<file path="src/rtl/plrf_pkg.sv">
// ============================================================================
// Paged log record framer package
// Shared constants, command and result codes, and the result item type.
// ============================================================================
package plrf_pkg;

    localparam int PAGE_BYTES  = 4096;
    localparam int PAGE_SHIFT  = $clog2(PAGE_BYTES);
    localparam int BATCH_BYTES = 1048576;
    localparam int WORD_BYTES  = 4;

    localparam int ROOM_W  = PAGE_SHIFT + 1;
    localparam int LEN_W   = 21;
    localparam int OFS_W   = 21;
    localparam int END_W   = OFS_W + 1;
    localparam int PAGES_W = $clog2(BATCH_BYTES / PAGE_BYTES) + 1;
    localparam int VALUE_W = 32;

    localparam int QUEUE_DEPTH = 4;
    localparam int QPTR_W      = $clog2(QUEUE_DEPTH);
    localparam int MAX_RESULTS = 3;

    typedef enum logic [1:0] {
        CMD_BEGIN = 2'd0,
        CMD_DATA  = 2'd1,
        CMD_END   = 2'd2
    } cmd_t;

    typedef enum logic [2:0] {
        KIND_BYTE     = 3'd0,
        KIND_TAG      = 3'd1,
        KIND_LENGTH   = 3'd2,
        KIND_ZERO_RUN = 3'd3,
        KIND_DONE     = 3'd4
    } kind_t;

    typedef enum logic [1:0] {
        ST_OK          = 2'd0,
        ST_TOO_LARGE   = 2'd1,
        ST_NO_RECORD   = 2'd2,
        ST_OPEN_RECORD = 2'd3
    } status_t;

    typedef struct packed {
        kind_t               kind;
        logic [VALUE_W-1:0]  value;
        logic [OFS_W-1:0]    offset;
        status_t             status;
        logic                last;
    } result_t;

    typedef struct packed {
        logic [1:0]                   count;
        result_t [MAX_RESULTS-1:0]    items;
    } queue_push_t;

    function automatic result_t make_item(kind_t kind, logic [VALUE_W-1:0] value,
                                          logic [OFS_W-1:0] offset, status_t status);
        result_t r;
        r.kind   = kind;
        r.value  = value;
        r.offset = offset;
        r.status = status;
        r.last   = 1'b0;
        return r;
    endfunction

endpackage

</file>
<file path="src/rtl/plrf_result_queue.sv">
// ============================================================================
// Result queue
// Small queue that takes up to three results in one cycle and hands out one.
// ============================================================================
module plrf_result_queue (
    input  logic                   clk,
    input  logic                   rst_n,
    input  logic                   push_en,
    input  plrf_pkg::queue_push_t  push,
    input  logic                   result_stall,
    output logic                   result_valid,
    output plrf_pkg::result_t      head,
    output logic                   has_room
);

    plrf_pkg::result_t                    entry_reg [plrf_pkg::QUEUE_DEPTH];
    logic [plrf_pkg::QPTR_W-1:0]          wr_ptr_reg;
    logic [plrf_pkg::QPTR_W-1:0]          wr_ptr_next;
    logic [plrf_pkg::QPTR_W-1:0]          rd_ptr_reg;
    logic [plrf_pkg::QPTR_W-1:0]          rd_ptr_next;
    logic [plrf_pkg::QPTR_W:0]            count_reg;
    logic [plrf_pkg::QPTR_W:0]            count_next;
    logic [1:0]                           push_n;
    logic                                 pop;

    assign push_n       = push_en ? push.count : 2'd0;
    assign pop          = result_valid && !result_stall;
    assign result_valid = (count_reg != '0);
    assign head         = entry_reg[rd_ptr_reg];
    assign has_room     = (count_reg <= (plrf_pkg::QPTR_W + 1)'(plrf_pkg::QUEUE_DEPTH
                                                               - plrf_pkg::MAX_RESULTS));

    always_comb
    begin
        wr_ptr_next = wr_ptr_reg + plrf_pkg::QPTR_W'(push_n);
        rd_ptr_next = rd_ptr_reg + plrf_pkg::QPTR_W'(pop);
        count_next  = count_reg + (plrf_pkg::QPTR_W + 1)'(push_n)
                      - (plrf_pkg::QPTR_W + 1)'(pop);
    end

    always_ff @(posedge clk or negedge rst_n)
    begin
        if (!rst_n)
        begin
            wr_ptr_reg <= '0;
            rd_ptr_reg <= '0;
            count_reg  <= '0;
        end
        else
        begin
            wr_ptr_reg <= wr_ptr_next;
            rd_ptr_reg <= rd_ptr_next;
            count_reg  <= count_next;
        end
    end

    always_ff @(posedge clk)
    begin
        for (int i = 0; i < plrf_pkg::MAX_RESULTS; i++)
        begin
            if (2'(i) < push_n)
            begin
                entry_reg[wr_ptr_reg + plrf_pkg::QPTR_W'(i)] <= push.items[i];
            end
        end
    end

endmodule

</file>
<file path="src/rtl/paged_log_record_framer.sv">
// ============================================================================
// Paged log record framer
// Packs log records into tagged pages with length words and end padding.
// ============================================================================
// One input request is taken per clock unless stalled. A request that
// yields one result (a data byte, a rejected command) keeps that rate; a
// begin-record or data request that also opens a page, or a batch end
// that pads, yields two or three results, and the input then stalls
// while the four-entry result queue drains at one result per unstalled
// cycle. The batch overflow check for a new record is done in the same
// cycle with shifts and a compare against the space left in the batch.
module paged_log_record_framer (
    input  logic                              clk,
    input  logic                              rst_n,
    input  logic                              cfg_write,
    input  logic [plrf_pkg::VALUE_W-1:0]      cfg_data,
    input  logic                              item_valid,
    output logic                              item_stall,
    input  logic [1:0]                        cmd,
    input  logic [plrf_pkg::LEN_W-1:0]        record_length,
    input  logic [7:0]                        data_byte,
    output logic                              result_valid,
    input  logic                              result_stall,
    output logic [2:0]                        item_kind,
    output logic [plrf_pkg::VALUE_W-1:0]      item_value,
    output logic [plrf_pkg::OFS_W-1:0]        batch_offset,
    output logic [1:0]                        status,
    output logic                              last
);

    logic [plrf_pkg::VALUE_W-1:0]  sequence_tag_reg;
    logic [plrf_pkg::ROOM_W-1:0]   page_room_reg;
    logic [plrf_pkg::ROOM_W-1:0]   page_room_next;
    logic [plrf_pkg::OFS_W-1:0]    batch_length_reg;
    logic [plrf_pkg::OFS_W-1:0]    batch_length_next;
    logic [plrf_pkg::LEN_W-1:0]    record_left_reg;
    logic [plrf_pkg::LEN_W-1:0]    record_left_next;

    logic                          item_fire;
    logic                          has_room;
    plrf_pkg::queue_push_t         push;
    plrf_pkg::result_t             head;

    logic                          room_lt_word;
    logic [plrf_pkg::END_W-1:0]    page_end;
    logic [plrf_pkg::ROOM_W-1:0]   room_after_open;
    logic [plrf_pkg::ROOM_W-1:0]   room_for_record;
    logic                          over_end;
    logic [plrf_pkg::END_W-1:0]    spare;
    logic [plrf_pkg::PAGES_W-1:0]  spare_pages;
    logic [plrf_pkg::END_W-1:0]    record_limit;
    logic                          too_large;

    assign item_fire  = item_valid && !item_stall;
    assign item_stall = !has_room;

    // The batch is always page aligned at the end of the current page, so
    // the padded end after a record only depends on how many extra pages
    // the record spills into.
    always_comb
    begin
        room_lt_word    = (page_room_reg < plrf_pkg::ROOM_W'(plrf_pkg::WORD_BYTES));
        page_end        = plrf_pkg::END_W'(batch_length_reg)
                          + plrf_pkg::END_W'(page_room_reg)
                          + (room_lt_word ? plrf_pkg::END_W'(plrf_pkg::PAGE_BYTES) : '0);
        room_after_open = room_lt_word ? plrf_pkg::ROOM_W'(plrf_pkg::PAGE_BYTES)
                                       : page_room_reg;
        room_for_record = room_after_open - plrf_pkg::ROOM_W'(plrf_pkg::WORD_BYTES)
                          - ((room_after_open == plrf_pkg::ROOM_W'(plrf_pkg::PAGE_BYTES))
                             ? plrf_pkg::ROOM_W'(plrf_pkg::WORD_BYTES) : '0);
        over_end        = (page_end > plrf_pkg::END_W'(plrf_pkg::BATCH_BYTES));
        spare           = plrf_pkg::END_W'(plrf_pkg::BATCH_BYTES) - page_end;
        spare_pages     = plrf_pkg::PAGES_W'(spare >> plrf_pkg::PAGE_SHIFT);
        record_limit    = plrf_pkg::END_W'(room_for_record)
                          + (plrf_pkg::END_W'(spare_pages) << plrf_pkg::PAGE_SHIFT)
                          - (plrf_pkg::END_W'(spare_pages) << 2);
        too_large       = over_end
                          || (plrf_pkg::END_W'(record_length) > record_limit);
    end

    always_comb
    begin
        logic [plrf_pkg::ROOM_W-1:0] room_v;
        logic [plrf_pkg::OFS_W-1:0]  off_v;
        logic [1:0]                  slot;

        room_v            = page_room_reg;
        off_v             = batch_length_reg;
        slot              = 2'd0;
        push.items        = '0;
        page_room_next    = page_room_reg;
        batch_length_next = batch_length_reg;
        record_left_next  = record_left_reg;

        case (plrf_pkg::cmd_t'(cmd))
            plrf_pkg::CMD_BEGIN:
            begin
                if (record_left_reg != '0)
                begin
                    push.items[0] = plrf_pkg::make_item(plrf_pkg::KIND_LENGTH,
                        plrf_pkg::VALUE_W'(record_length), batch_length_reg,
                        plrf_pkg::ST_OPEN_RECORD);
                    slot = 2'd1;
                end
                else if (too_large)
                begin
                    push.items[0] = plrf_pkg::make_item(plrf_pkg::KIND_LENGTH,
                        plrf_pkg::VALUE_W'(record_length), batch_length_reg,
                        plrf_pkg::ST_TOO_LARGE);
                    slot = 2'd1;
                end
                else
                begin
                    if (room_lt_word)
                    begin
                        if (room_v != '0)
                        begin
                            push.items[slot] = plrf_pkg::make_item(plrf_pkg::KIND_ZERO_RUN,
                                plrf_pkg::VALUE_W'(room_v), off_v, plrf_pkg::ST_OK);
                            slot  = slot + 2'd1;
                            off_v = off_v + plrf_pkg::OFS_W'(room_v);
                        end
                        room_v = plrf_pkg::ROOM_W'(plrf_pkg::PAGE_BYTES);
                    end
                    if (room_v == plrf_pkg::ROOM_W'(plrf_pkg::PAGE_BYTES))
                    begin
                        push.items[slot] = plrf_pkg::make_item(plrf_pkg::KIND_TAG,
                            sequence_tag_reg, off_v, plrf_pkg::ST_OK);
                        slot   = slot + 2'd1;
                        off_v  = off_v + plrf_pkg::OFS_W'(plrf_pkg::WORD_BYTES);
                        room_v = room_v - plrf_pkg::ROOM_W'(plrf_pkg::WORD_BYTES);
                    end
                    push.items[slot] = plrf_pkg::make_item(plrf_pkg::KIND_LENGTH,
                        plrf_pkg::VALUE_W'(record_length), off_v, plrf_pkg::ST_OK);
                    slot              = slot + 2'd1;
                    off_v             = off_v + plrf_pkg::OFS_W'(plrf_pkg::WORD_BYTES);
                    room_v            = room_v - plrf_pkg::ROOM_W'(plrf_pkg::WORD_BYTES);
                    page_room_next    = room_v;
                    batch_length_next = off_v;
                    record_left_next  = record_length;
                end
            end
            plrf_pkg::CMD_DATA:
            begin
                if (record_left_reg == '0)
                begin
                    push.items[0] = plrf_pkg::make_item(plrf_pkg::KIND_BYTE,
                        plrf_pkg::VALUE_W'(data_byte), batch_length_reg,
                        plrf_pkg::ST_NO_RECORD);
                    slot = 2'd1;
                end
                else
                begin
                    if (room_v == '0)
                    begin
                        room_v = plrf_pkg::ROOM_W'(plrf_pkg::PAGE_BYTES);
                    end
                    if (room_v == plrf_pkg::ROOM_W'(plrf_pkg::PAGE_BYTES))
                    begin
                        push.items[slot] = plrf_pkg::make_item(plrf_pkg::KIND_TAG,
                            sequence_tag_reg, off_v, plrf_pkg::ST_OK);
                        slot   = slot + 2'd1;
                        off_v  = off_v + plrf_pkg::OFS_W'(plrf_pkg::WORD_BYTES);
                        room_v = room_v - plrf_pkg::ROOM_W'(plrf_pkg::WORD_BYTES);
                    end
                    push.items[slot] = plrf_pkg::make_item(plrf_pkg::KIND_BYTE,
                        plrf_pkg::VALUE_W'(data_byte), off_v, plrf_pkg::ST_OK);
                    slot              = slot + 2'd1;
                    page_room_next    = room_v - plrf_pkg::ROOM_W'(1);
                    batch_length_next = off_v + plrf_pkg::OFS_W'(1);
                    record_left_next  = record_left_reg - plrf_pkg::LEN_W'(1);
                end
            end
            plrf_pkg::CMD_END:
            begin
                if (record_left_reg != '0)
                begin
                    push.items[0] = plrf_pkg::make_item(plrf_pkg::KIND_DONE,
                        plrf_pkg::VALUE_W'(batch_length_reg), batch_length_reg,
                        plrf_pkg::ST_OPEN_RECORD);
                    slot = 2'd1;
                end
                else
                begin
                    if ((room_v != '0)
                        && (room_v != plrf_pkg::ROOM_W'(plrf_pkg::PAGE_BYTES)))
                    begin
                        push.items[slot] = plrf_pkg::make_item(plrf_pkg::KIND_ZERO_RUN,
                            plrf_pkg::VALUE_W'(room_v), off_v, plrf_pkg::ST_OK);
                        slot  = slot + 2'd1;
                        off_v = off_v + plrf_pkg::OFS_W'(room_v);
                    end
                    push.items[slot] = plrf_pkg::make_item(plrf_pkg::KIND_DONE,
                        plrf_pkg::VALUE_W'(off_v), off_v, plrf_pkg::ST_OK);
                    slot              = slot + 2'd1;
                    page_room_next    = plrf_pkg::ROOM_W'(plrf_pkg::PAGE_BYTES);
                    batch_length_next = '0;
                end
            end
            default:
            begin
                slot = 2'd0;
            end
        endcase

        for (int i = 0; i < plrf_pkg::MAX_RESULTS; i++)
        begin
            push.items[i].last = (2'(i + 1) == slot);
        end
        push.count = slot;
    end

    always_ff @(posedge clk or negedge rst_n)
    begin
        if (!rst_n)
        begin
            sequence_tag_reg <= '0;
            page_room_reg    <= plrf_pkg::ROOM_W'(plrf_pkg::PAGE_BYTES);
            batch_length_reg <= '0;
            record_left_reg  <= '0;
        end
        else
        begin
            if (cfg_write)
            begin
                sequence_tag_reg <= cfg_data;
            end
            if (item_fire)
            begin
                page_room_reg    <= page_room_next;
                batch_length_reg <= batch_length_next;
                record_left_reg  <= record_left_next;
            end
        end
    end

    plrf_result_queue u_result_queue (
        .clk          (clk),
        .rst_n        (rst_n),
        .push_en      (item_fire),
        .push         (push),
        .result_stall (result_stall),
        .result_valid (result_valid),
        .head         (head),
        .has_room     (has_room)
    );

    assign item_kind    = head.kind;
    assign item_value   = head.value;
    assign batch_offset = head.offset;
    assign status       = head.status;
    assign last         = head.last;

`ifndef SYNTHESIS
    logic [plrf_pkg::END_W-1:0] page_end_now;
    assign page_end_now = plrf_pkg::END_W'(batch_length_reg) + plrf_pkg::END_W'(page_room_reg);

    assert property (@(posedge clk) disable iff (!rst_n)
        (item_fire && (cmd == plrf_pkg::CMD_BEGIN || cmd == plrf_pkg::CMD_DATA
                       || cmd == plrf_pkg::CMD_END)) |-> (push.count != 2'd0))
        else $error("Accepted command produced no result.");

    assert property (@(posedge clk) disable iff (!rst_n)
        page_room_reg <= plrf_pkg::ROOM_W'(plrf_pkg::PAGE_BYTES))
        else $error("Page room exceeds the page size.");

    assert property (@(posedge clk) disable iff (!rst_n)
        ((page_end_now & plrf_pkg::END_W'(plrf_pkg::PAGE_BYTES - 1)) == '0)
        && (page_end_now <= plrf_pkg::END_W'(plrf_pkg::BATCH_BYTES)))
        else $error("Current page end is misaligned or beyond the batch.");

    assert property (@(posedge clk) disable iff (!rst_n)
        (item_fire && (record_left_reg != '0) && (cmd == plrf_pkg::CMD_DATA))
        |=> (record_left_reg == $past(record_left_reg) - plrf_pkg::LEN_W'(1)))
        else $error("Record byte count did not advance on a data byte.");
`endif

endmodule

</file>
<file path="config.mk">
export PLATFORM = sky130hd
export DESIGN_NAME = paged_log_record_framer
export DESIGN_NICKNAME = d
export VERILOG_FILES = /design/src/rtl/plrf_pkg.sv /design/src/rtl/plrf_result_queue.sv /design/src/rtl/paged_log_record_framer.sv
export SDC_FILE = /design/constraint.sdc
export NUM_CORES = 1
export LEC_CHECK = 0
export BUFFER_PORTS_ARGS = -buffer_cell sky130_fd_sc_hd__buf_2
export CAP_MARGIN = 10
export CELL_PAD_IN_SITES_DETAIL_PLACEMENT = 1
export CELL_PAD_IN_SITES_GLOBAL_PLACEMENT = 2
export CORE_AREA = 2 2 292 236
export DETAILED_ROUTE_END_ITERATION = 10
export DIE_AREA = 0 0 294 238
export MAX_ROUTING_LAYER = met4
export PLACE_DENSITY = 0.82
export SLEW_MARGIN = 20
export SYNTH_ARGS = -nofsm -noshare
export SYNTH_HDL_FRONTEND = slang
export SYNTH_SLANG_ARGS = --single-unit
</file>
<file path="constraint.sdc">
create_clock -name clk -period 16.55 [get_ports clk]
set_input_delay 1.655 -clock clk [delete_from_list [all_inputs] [get_ports clk]]
set_output_delay 1.655 -clock clk [all_outputs]
set_load 0.01 [all_outputs]
</file>
* Word-level counts from Yosys, hierarchy flattened
Memories as Yosys holds them, arrays and structs flattened.
Index checks and enable logic that the tools add are counted.
** Storage, ports and cells
- Output and inout port bits :: 61
- Memories :: 1
- Register bits after elaboration :: 94
- RAM bits :: 236
** Cells by class
- Equality and inequality tests :: 13
- Add/subtract/negate cells :: 27
- Muxes and demuxes :: 108
- Reductions and logical operators :: 20
- $lt $le $gt $ge :: 15
** Memory list
- u_result_queue.entry_reg :: words 4, width 59, rd ports 1, clocked after Yosys merged registers in 0, write ports 3, line plrf_result_queue.sv:16 : plrf_pkg::result_t entry_reg [plrf_pkg::QUEUE_DEPTH];
** Operators by type and width (number)
- 59-bit two-way mux :: 15
- 177-bit bitwise mux :: 4
- 177-bit two-way mux :: 4
- 177-bit one-hot mux with 3 select lines :: 1
- 59-bit demux with 2-bit select :: 4
- 118-bit two-way mux :: 4
- 21-bit two-way mux :: 22
- 13-bit two-way mux :: 19
- 58-bit two-way mux :: 3
- 21-bit by 3-bit adder with 21-bit output, second input constant :: 3
- 21-bit one-hot mux with 3 select lines :: 1
- 57-bit two-way mux :: 1
- 13-bit by 3-bit subtractor with 13-bit output, second input constant :: 4
- 21-bit one-hot mux with 2 select lines :: 1
- 13-bit == test, second input constant :: 3
- 13-bit one-hot mux with 3 select lines :: 1
- 2-bit two-way mux :: 16
- 13-bit by 21-bit adder with 22-bit output :: 1
- 21-bit by 13-bit adder with 22-bit output :: 1
- 22-bit by 13-bit adder with 22-bit output :: 1
- 21-bit by 22-bit > comparator with 1-bit output :: 1
- 22-bit by 21-bit > comparator with 1-bit output, second input constant :: 1
- 22-bit by 11-bit subtractor with 22-bit output :: 1
- 21-bit by 1-bit adder with 21-bit output, second input constant :: 1
- 38 further kinds :: 70

* Logic depth before layout (Yosys ltp)
Gate-level depths: netlist of run 1.
- Word-level depth :: 25
- Gate-level depth with buffers :: 45
- Mapped depth without buffers :: 43

* Cells and area by module
A second synthesis of run 1 with hierarchy kept.
** Unflattened totals
- Cell total of the unflattened synthesis :: 2805
- Area, all modules :: 28482.3 um^2
** By module, submodules not included
- plrf_result_queue :: area an instance 14664.1 um^2, instances 1, cells an instance 887, sequential area each 7262.0 um^2
- paged_log_record_framer :: area an instance 13818.3 um^2, instances 1, cells an instance 1918, sequential area each 2178.3 um^2

* Worst setup path after synthesis of run 1
No wires, ideal clock.
- Path kind :: flip-flop to flip-flop
- Start point :: register page_room_reg[9] (netlist name)
- End point :: memory u_result_queue.entry_reg[0][0] (netlist name) (enable)
- Path slack :: 3001 ps
- Arrival :: 12985 ps
- Clock period less this slack :: 13549 ps
- Stages on the path, launching flop included :: 38
- Path buffers :: 2
- Cells stage by stage :: dfrtp_1 clkbuf_1 nor4_1 and3_1 inv_1 fa_1 inv_1 ha_1 inv_1 and3_1 a2111oi_2 o311ai_4 or4_4 nor4_4 xnor2_1 ha_1 ha_1 a21o_1 (+2 left out) a21oi_1 a21o_1 o21ai_0 a31oi_1 a21boi_1 or3_1 xnor2_1 ha_1 o21ai_0 a31oi_1 o31ai_1 or3_1 o21ai_2 o31ai_4 nand2_1 buf_2 o21ai_0 a211oi_1
** RTL lines
- from (decl) :: line paged_log_record_framer.sv:32 : logic [plrf_pkg::ROOM_W-1:0] page_room_reg;
- from (signal assigned) :: line paged_log_record_framer.sv:218 : page_room_reg <= plrf_pkg::ROOM_W'(plrf_pkg::PAGE_BYTES);
- from (signal assigned) :: line paged_log_record_framer.sv:230 : page_room_reg <= page_room_next;
- to (decl) :: line plrf_result_queue.sv:16

==> results.md, run 1 <==
- RR Endpoint: u_result_queue.entry_reg[3][53]
- Routed wire length per instance: 31.5 um
- Crit-path most repeated cell: ha_1
- F_max: 76.4 MHz
- Avg Cell Area, Syn: 8.76 um^2
- Count leader, synth: nand2_1
- Yosys top cell area share: 0.266
- Critical Setup Path Class: reg -> reg
- Critical Path End Type: flip-flop
- Crit start category: flip-flop
- Synth warn: 0
- Syn Std Cell Area: 26,600 um^2
- Clock Tree Buf Depth: 3
- Hold_sp: u_result_queue.count_reg[2]
- Die Ht: 238 um
- CTS-repair resized insts: 0
- Top cells by count, synth: 469 x nand2_1, 236 x edfxtp_1, 201 x nor2_1
- Predominant post-synthesis flop cell: edfxtp_1
- Setup WS pre-CTS: 3.95 ns
- MaxCap Viol Count: 0
- Max FFs per register: 236
- Clock slew at reported path FFs: 0.07 ns
- Nets: 3,247
- Area Growth Syn to Fin: 10.7%
- Reg2Reg Depth: 38
- Setup-failing EPs final: 0
- Dpl cells: 3,894
- RePlAce Congestion: 1.02
- CP required: 16.76 ns
- Syn Nets: 3,222
- Final hold vios: 0
- Clock sink count: 330
- Hold-critical path endpoint: u_result_queue.count_reg[2]
- Initial antenna violation count: 7
- RR Startpoint: page_room_reg[6]
- Initial DRC count: 3,285
- Post-synthesis sequential area ratio: 0.355
- Cell taking the most area after synthesis: edfxtp_1
- Chip width: 294 um
- CTS tree: built
- Worst skew pair latency: 0.59 ns
- Slowest Stage Delay on Critical Path: 0.85 ns
- Max VDD drop: 0.0000959 V
- I/O pin cnt: 129
- Hpwl dp: 90.5 mm
- Hold Path Class: reg -> reg
- Avg Vias per Cell: 6.67
- H-tree depth: 2
- Worst slew margin: 0.163
- Setup Buffers After CTS: 0
- #FFs+latches synth: 330
- Hold depth: 1
- First-pass GRT wire length: 182 mm
- Fin area: 29,500 um^2
- Clk_skew: 0.0319 ns
- Critical Path Slowest Stage Cell: nor4_1
- Final min period: 13.08 ns
- PD cells: 163 nW/um^2
- Max FO, Critical Path: 39
- Final setup margin: 3.47 ns
- Crit path arrival time: 13.29 ns
- Die area: 70,000 um^2
- Core area: 66,900 um^2
- Unrepaired setup endpoints after global routing: false
- Ys async rst share: 0.285
- R2R Setup Slk: 3.47 ns
- Share of cells above drive strength 1: 0.138
- Cts bufs inserted: 39
- Synth top area cells: edfxtp_1 27%, dfrtp_1 8.7%, nand2_1 6.6%, mux4_2 5.0%, ha_1 4.7%
- Status: finished, final reports clean
- Layout Cells excl Fill: 3,966
- Post-place instance area: 28,200 um^2
- Worst Tran Pin Value: 1.25 ns
- Initial Util: 0.398
- Fill cells: 7,689
- Row cnt: 85
- Clk root buf: clkbuf_16
- Vias in the first global route: 26,600
- Total GRT Usage: 0.362
- Synth cell types: 95
- Post-Syn Instances: 3,040
- Final Cycle Share: 0.790
- Number of remaining DRC errors: 0
- Antenna viol nets, final: 0
- I/O Buffers: 128
- Post-CTS Hold Buffers: 0
- DRT Wirelength: 125 mm
- Slew Limit Fails: 0
- Congestion Overflow GR: 0
- Largest net degree at the start of global routing: 67
- Post-synth EDFFs: 236
- Lkg Pwr: 0.0111 uW
- Setup TNS: 0 ns
- 1st-pass router iterations: 5
- Total number of vias: 26,400
-- cells by family after synthesis --
| kind of cell | Yosys count | synth area share |
|---|---|---|
| multiplexers | 147 | 0.0850 |
| AO/OA/AOI/OAI | 787 | 0.192 |
| AND/OR/NAND/NOR | 1213 | 0.217 |
| flip-flops | 330 | 0.355 |
| adder cells (fa/ha/maj) | 116 | 0.0583 |
| buffers and inverters | 292 | 0.0428 |
| XOR/XNOR | 155 | 0.0510 |
-- routing by layer --
layer | global-route usage | wire length [um] | up-vias
met3 | 0.0831 | 14200 | 268
li1 | - | - | 11200
met1 | 0.508 | 54100 | 13400
met2 | 0.516 | 52400 | 1523
met4 | 0.117 | 4320 | 0
met5 | - | 0 | -
-- worst max path at each step --
stage                      from                         endpoint  slack [ns]  cells past startpoint
3_5_place_dp   page_room_reg[9]  u_result_queue.entry_reg[3][38]        3.95                     38
3_3_place_gp   page_room_reg[9]  u_result_queue.entry_reg[3][47]        4.49                     38
6_report       page_room_reg[6]  u_result_queue.entry_reg[3][53]        3.47                     38
2_1_floorplan  page_room_reg[9]   u_result_queue.entry_reg[0][0]        3.00                     37
4_1_cts        page_room_reg[9]  u_result_queue.entry_reg[3][58]        3.90                     38
5_1_grt        page_room_reg[6]  u_result_queue.entry_reg[3][58]        2.82                     38
-- stage by stage --
stage | hold WS (ns) | total power, uW | utilization
after floorplan | 0.447 | 2920 | -
after global placement | 0.461 | 3750 | 0.421
after detailed placement | 0.532 | 3830 | 0.421
after CTS | 0.544 | 4760 | 0.440
after global routing | 0.573 | 5070 | 0.441
final | 0.528 | 4800 | 0.441
-- report_power, final --
part | internal (uW) | switching [uW]
combinational | 1010 | 1710
sequential | 992 | 168
clock | 523 | 392
-- worst max-delay path: cells and delay by family (launching register included) --
kind / cells / cell delay [ns]
flops: 1 / 0.62
xor+xnor: 1 / 0.07
mux: 1 / 0.11
compound gates: 12 / 3.18
fa+ha+maj: 6 / 2.28
simple gates: 15 / 5.49
buf+inv: 3 / 0.88
-- cell usage in the layout (no fill, tap or decap), types with 24 or more instances in the layout --
master / n
buf_2: 127
o22ai_1: 34
o21ai_1: 77
nor2b_1: 24
clkbuf_16: 40
mux2i_1: 46
nand2_1: 463
inv_1: 75
a22oi_1: 80
mux4_2: 59
xor2_1: 51
ha_1: 99
buf_4: 70
edfxtp_1: 236
xnor2_1: 104
o21ai_0: 191
a21oi_1: 164
nand3_1: 193
and2_1: 71
a22o_1: 41
nor2_1: 199
nor3_1: 68
dfrtp_1: 91
a211oi_1: 27
mux2_2: 42
and3_1: 26
-- final cells by class --
type,instances,area [um^2],area share
multi-input cells,2418,16200,0.549
flip-flops and latches,330,9450,0.321
well taps,870,1090,0.0369
inverters,79,297,0.0101
diodes,2,5.00,0.000170
repair buffers,197,1160,0.0394
clock inverters,24,270,0.00917
clock buffers,46,1020,0.0347
No activity file was read; power rests on OpenSTA's default activity.
==> run 2: changes to the inputs <==
Settings changed: CORE_AREA 2 2 292 236 to 2 2 308 249, DIE_AREA 0 0 294 238 to 0 0 310 251, PLACE_DENSITY 0.82 to 0.78.
Clock period 16.55 ns to 11.2 ns, I/O delays scaled along.
==> results.md, run 2 (synthesis gave the netlist of run 1 again) <==
- I/O Buffers: 128
- Congestion Overflow GR: 0
- Final hold vios: 0
- Worst hold slack: 0.539 ns
- Hpwl dp: 95.7 mm
- CP top delay family: compound AO/OA/AOI/OAI gates
- Pint: 3800 uW
- Worst slew margin: 0.150
- Most frequent cells in the layout: 469 x nand2_1, 236 x edfxtp_1, 198 x nor2_1, 193 x nand3_1, 186 x o21ai_0
- Final Cycle Share: 0.955
- Total power: 7230 uW
- Row cnt: 90
- Critical Path Slowest Stage Cell: a211oi_1
- Antenna viol nets, final: 0
- First-pass GRT wire length: 188 mm
- Clock Tree Buf Depth: 3
- Reg power frac: 0.227
- Worst skew pair latency: 0.60 ns
- Clock slew at reported path FFs: 0.07 ns
- Area Growth Syn to Fin: 14.1%
- CTS tree: built
- Commonest non-fill, non-tap cell in the layout: nand2_1
- H-tree depth: 2
- Number of remaining DRC errors: 0
- Clk root buf: clkbuf_16
- Crit path arrival time: 11.02 ns
- I/O pin cnt: 129
- Fill cells: 8,806
- Largest net degree at the start of global routing: 72
- Cts bufs inserted: 40
- Core area: 74,800 um^2
- Crit start category: flip-flop
- Slew Limit Fails: 0
- Clk_skew: 0.0296 ns
- Max FO, Critical Path: 7
- Critical Setup Path Class: reg -> reg
- Worst Tran Pin Value: 1.26 ns
- Vias in the first global route: 26,600
- Comb pwr share: 0.586
- Worst path bufs/invs: 4
- DRT Wirelength: 129 mm
- Multi-input logic area: 16,200 um^2
- PD cells: 238 nW/um^2
- Max VDD drop: 0.000153 V
- CP required: 11.52 ns
- Avg Vias per Cell: 6.36
- Final min period: 10.70 ns
- Initial Util: 0.356
- RePlAce Congestion: 1.02
- Clock group share of total power: 0.188
- Setup-failing EPs final: 0
- Lkg Pwr: 0.0114 uW
- Status: finished, final reports clean
- Die area: 77,800 um^2
- Max FFs per register: 236
- Chip width: 310 um
- Critical Path End Type: flip-flop
- Reg area: 9450 um^2
- Share of cells above drive strength 1: 0.159
- F_max: 93.5 MHz
- Initial DRC count: 3,235
- NetSw: 3440 uW
- Switching share of power: 0.475
- MaxCap Viol Count: 0
- Routed wire length per instance: 30.8 um
- Die Ht: 251 um
- Total number of vias: 26,700
- Slowest Stage Delay on Critical Path: 0.65 ns
- Clock sink count: 330
- Initial antenna violation count: 8
- Nets: 3,325
- Hold Path Class: reg -> reg
- Total GRT Usage: 0.337
- 1st-pass router iterations: 6
- Unrepaired setup endpoints after global routing: true
==> run 2: changes by cell type in the layout (fill, tap and decap cells not counted), moves of 4 or more <==
cell	before	now
buf_12	0	7
buf_4	70	139
clkinv_1	9	15
diode_2	2	9
nand2_1	463	469
nand2_2	6	0
o21ai_0	191	186
o21ai_1	77	81
==> run 2: metal layers <==
metal,up-vias,GRT usage,share of wire
met3,237,0.0784,0.10
met1,13700,0.475,0.44
met5,-,-,0
li1,11400,-,-
met4,0,0.0974,0.030
met2,1395,0.480,0.43
==> run 2: timing repair <==
| item | CTS | global route |
|---|---|---|
| endpoints found under the setup margin | 0 | 510 |
| hold buffers | 0 | 0 |
| gates resized for setup | 0 | 17 |
| buffers inserted | 0 | 1 |
==> run 2: per-stage QoR <==
step | std cells | util | cell area [um^2] | setup WS [ns] | TNS, ns
finish | 4195 | 0.406 | 30400 | 0.504 | 0
global route | 4194 | 0.406 | 30400 | -0.00996 | -0.102
detailed placement | 4112 | 0.387 | 29000 | 0.261 | 0
floorplan | 3040 | - | 26700 | 0.338 | 0
CTS | 4185 | 0.405 | 30300 | 0.189 | 0
global placement | 4112 | 0.387 | 29000 | 0.589 | 0
==> run 2: power by group through the flow <==
stage	Clock [uW]	Combinational [uW]	Sequential, uW
3_5_place_dp	0	4100	1660
6_report	1360	4230	1640
3_3_place_gp	0	3980	1650
4_1_cts	1370	4130	1630
5_1_grt	1400	4550	1660
2_1_floorplan	0	2760	1560
==> run 2: area by class of cell <==
type	instances	share of cell area
tap	1012	0.0417
multi-input combinational	2418	0.533
sequential	330	0.311
inverter	79	0.00977
timing repair buffer	274	0.0604
clock inverter	29	0.00960
antenna	9	0.000742
clock buffer	44	0.0335
==> run 2: worst paths after layout <==
kind / start / to / slack (ns) / cells past startpoint
setup reg to reg: page_room_reg[11] / u_result_queue.entry_reg[2][16] / 0.50 / 37
hold / removal: u_result_queue.count_reg[2] / u_result_queue.count_reg[2] / 0.54 / 1
hold reg to reg: u_result_queue.count_reg[2] / u_result_queue.count_reg[2] / 0.54 / 1
max in group asynchronous: rst_n / u_result_queue.rd_ptr_reg[0] / 9.16 / 2
setup / recovery: page_room_reg[11] / u_result_queue.entry_reg[2][16] / 0.50 / 37
min in group asynchronous: rst_n / record_left_reg[19] / 0.57 / 1
==> run 2: worst register-to-register path: cells and delay by family, from the launching register on <==
kind	cells	cell delay (ns)
AOI/OAI and AO/OA	16	3.94
xor gates and xnor gates	3	0.75
adders and majority gates	4	1.59
buffers and inverters	4	0.65
DFF	1	0.40
and+or+nand+nor	10	3.10
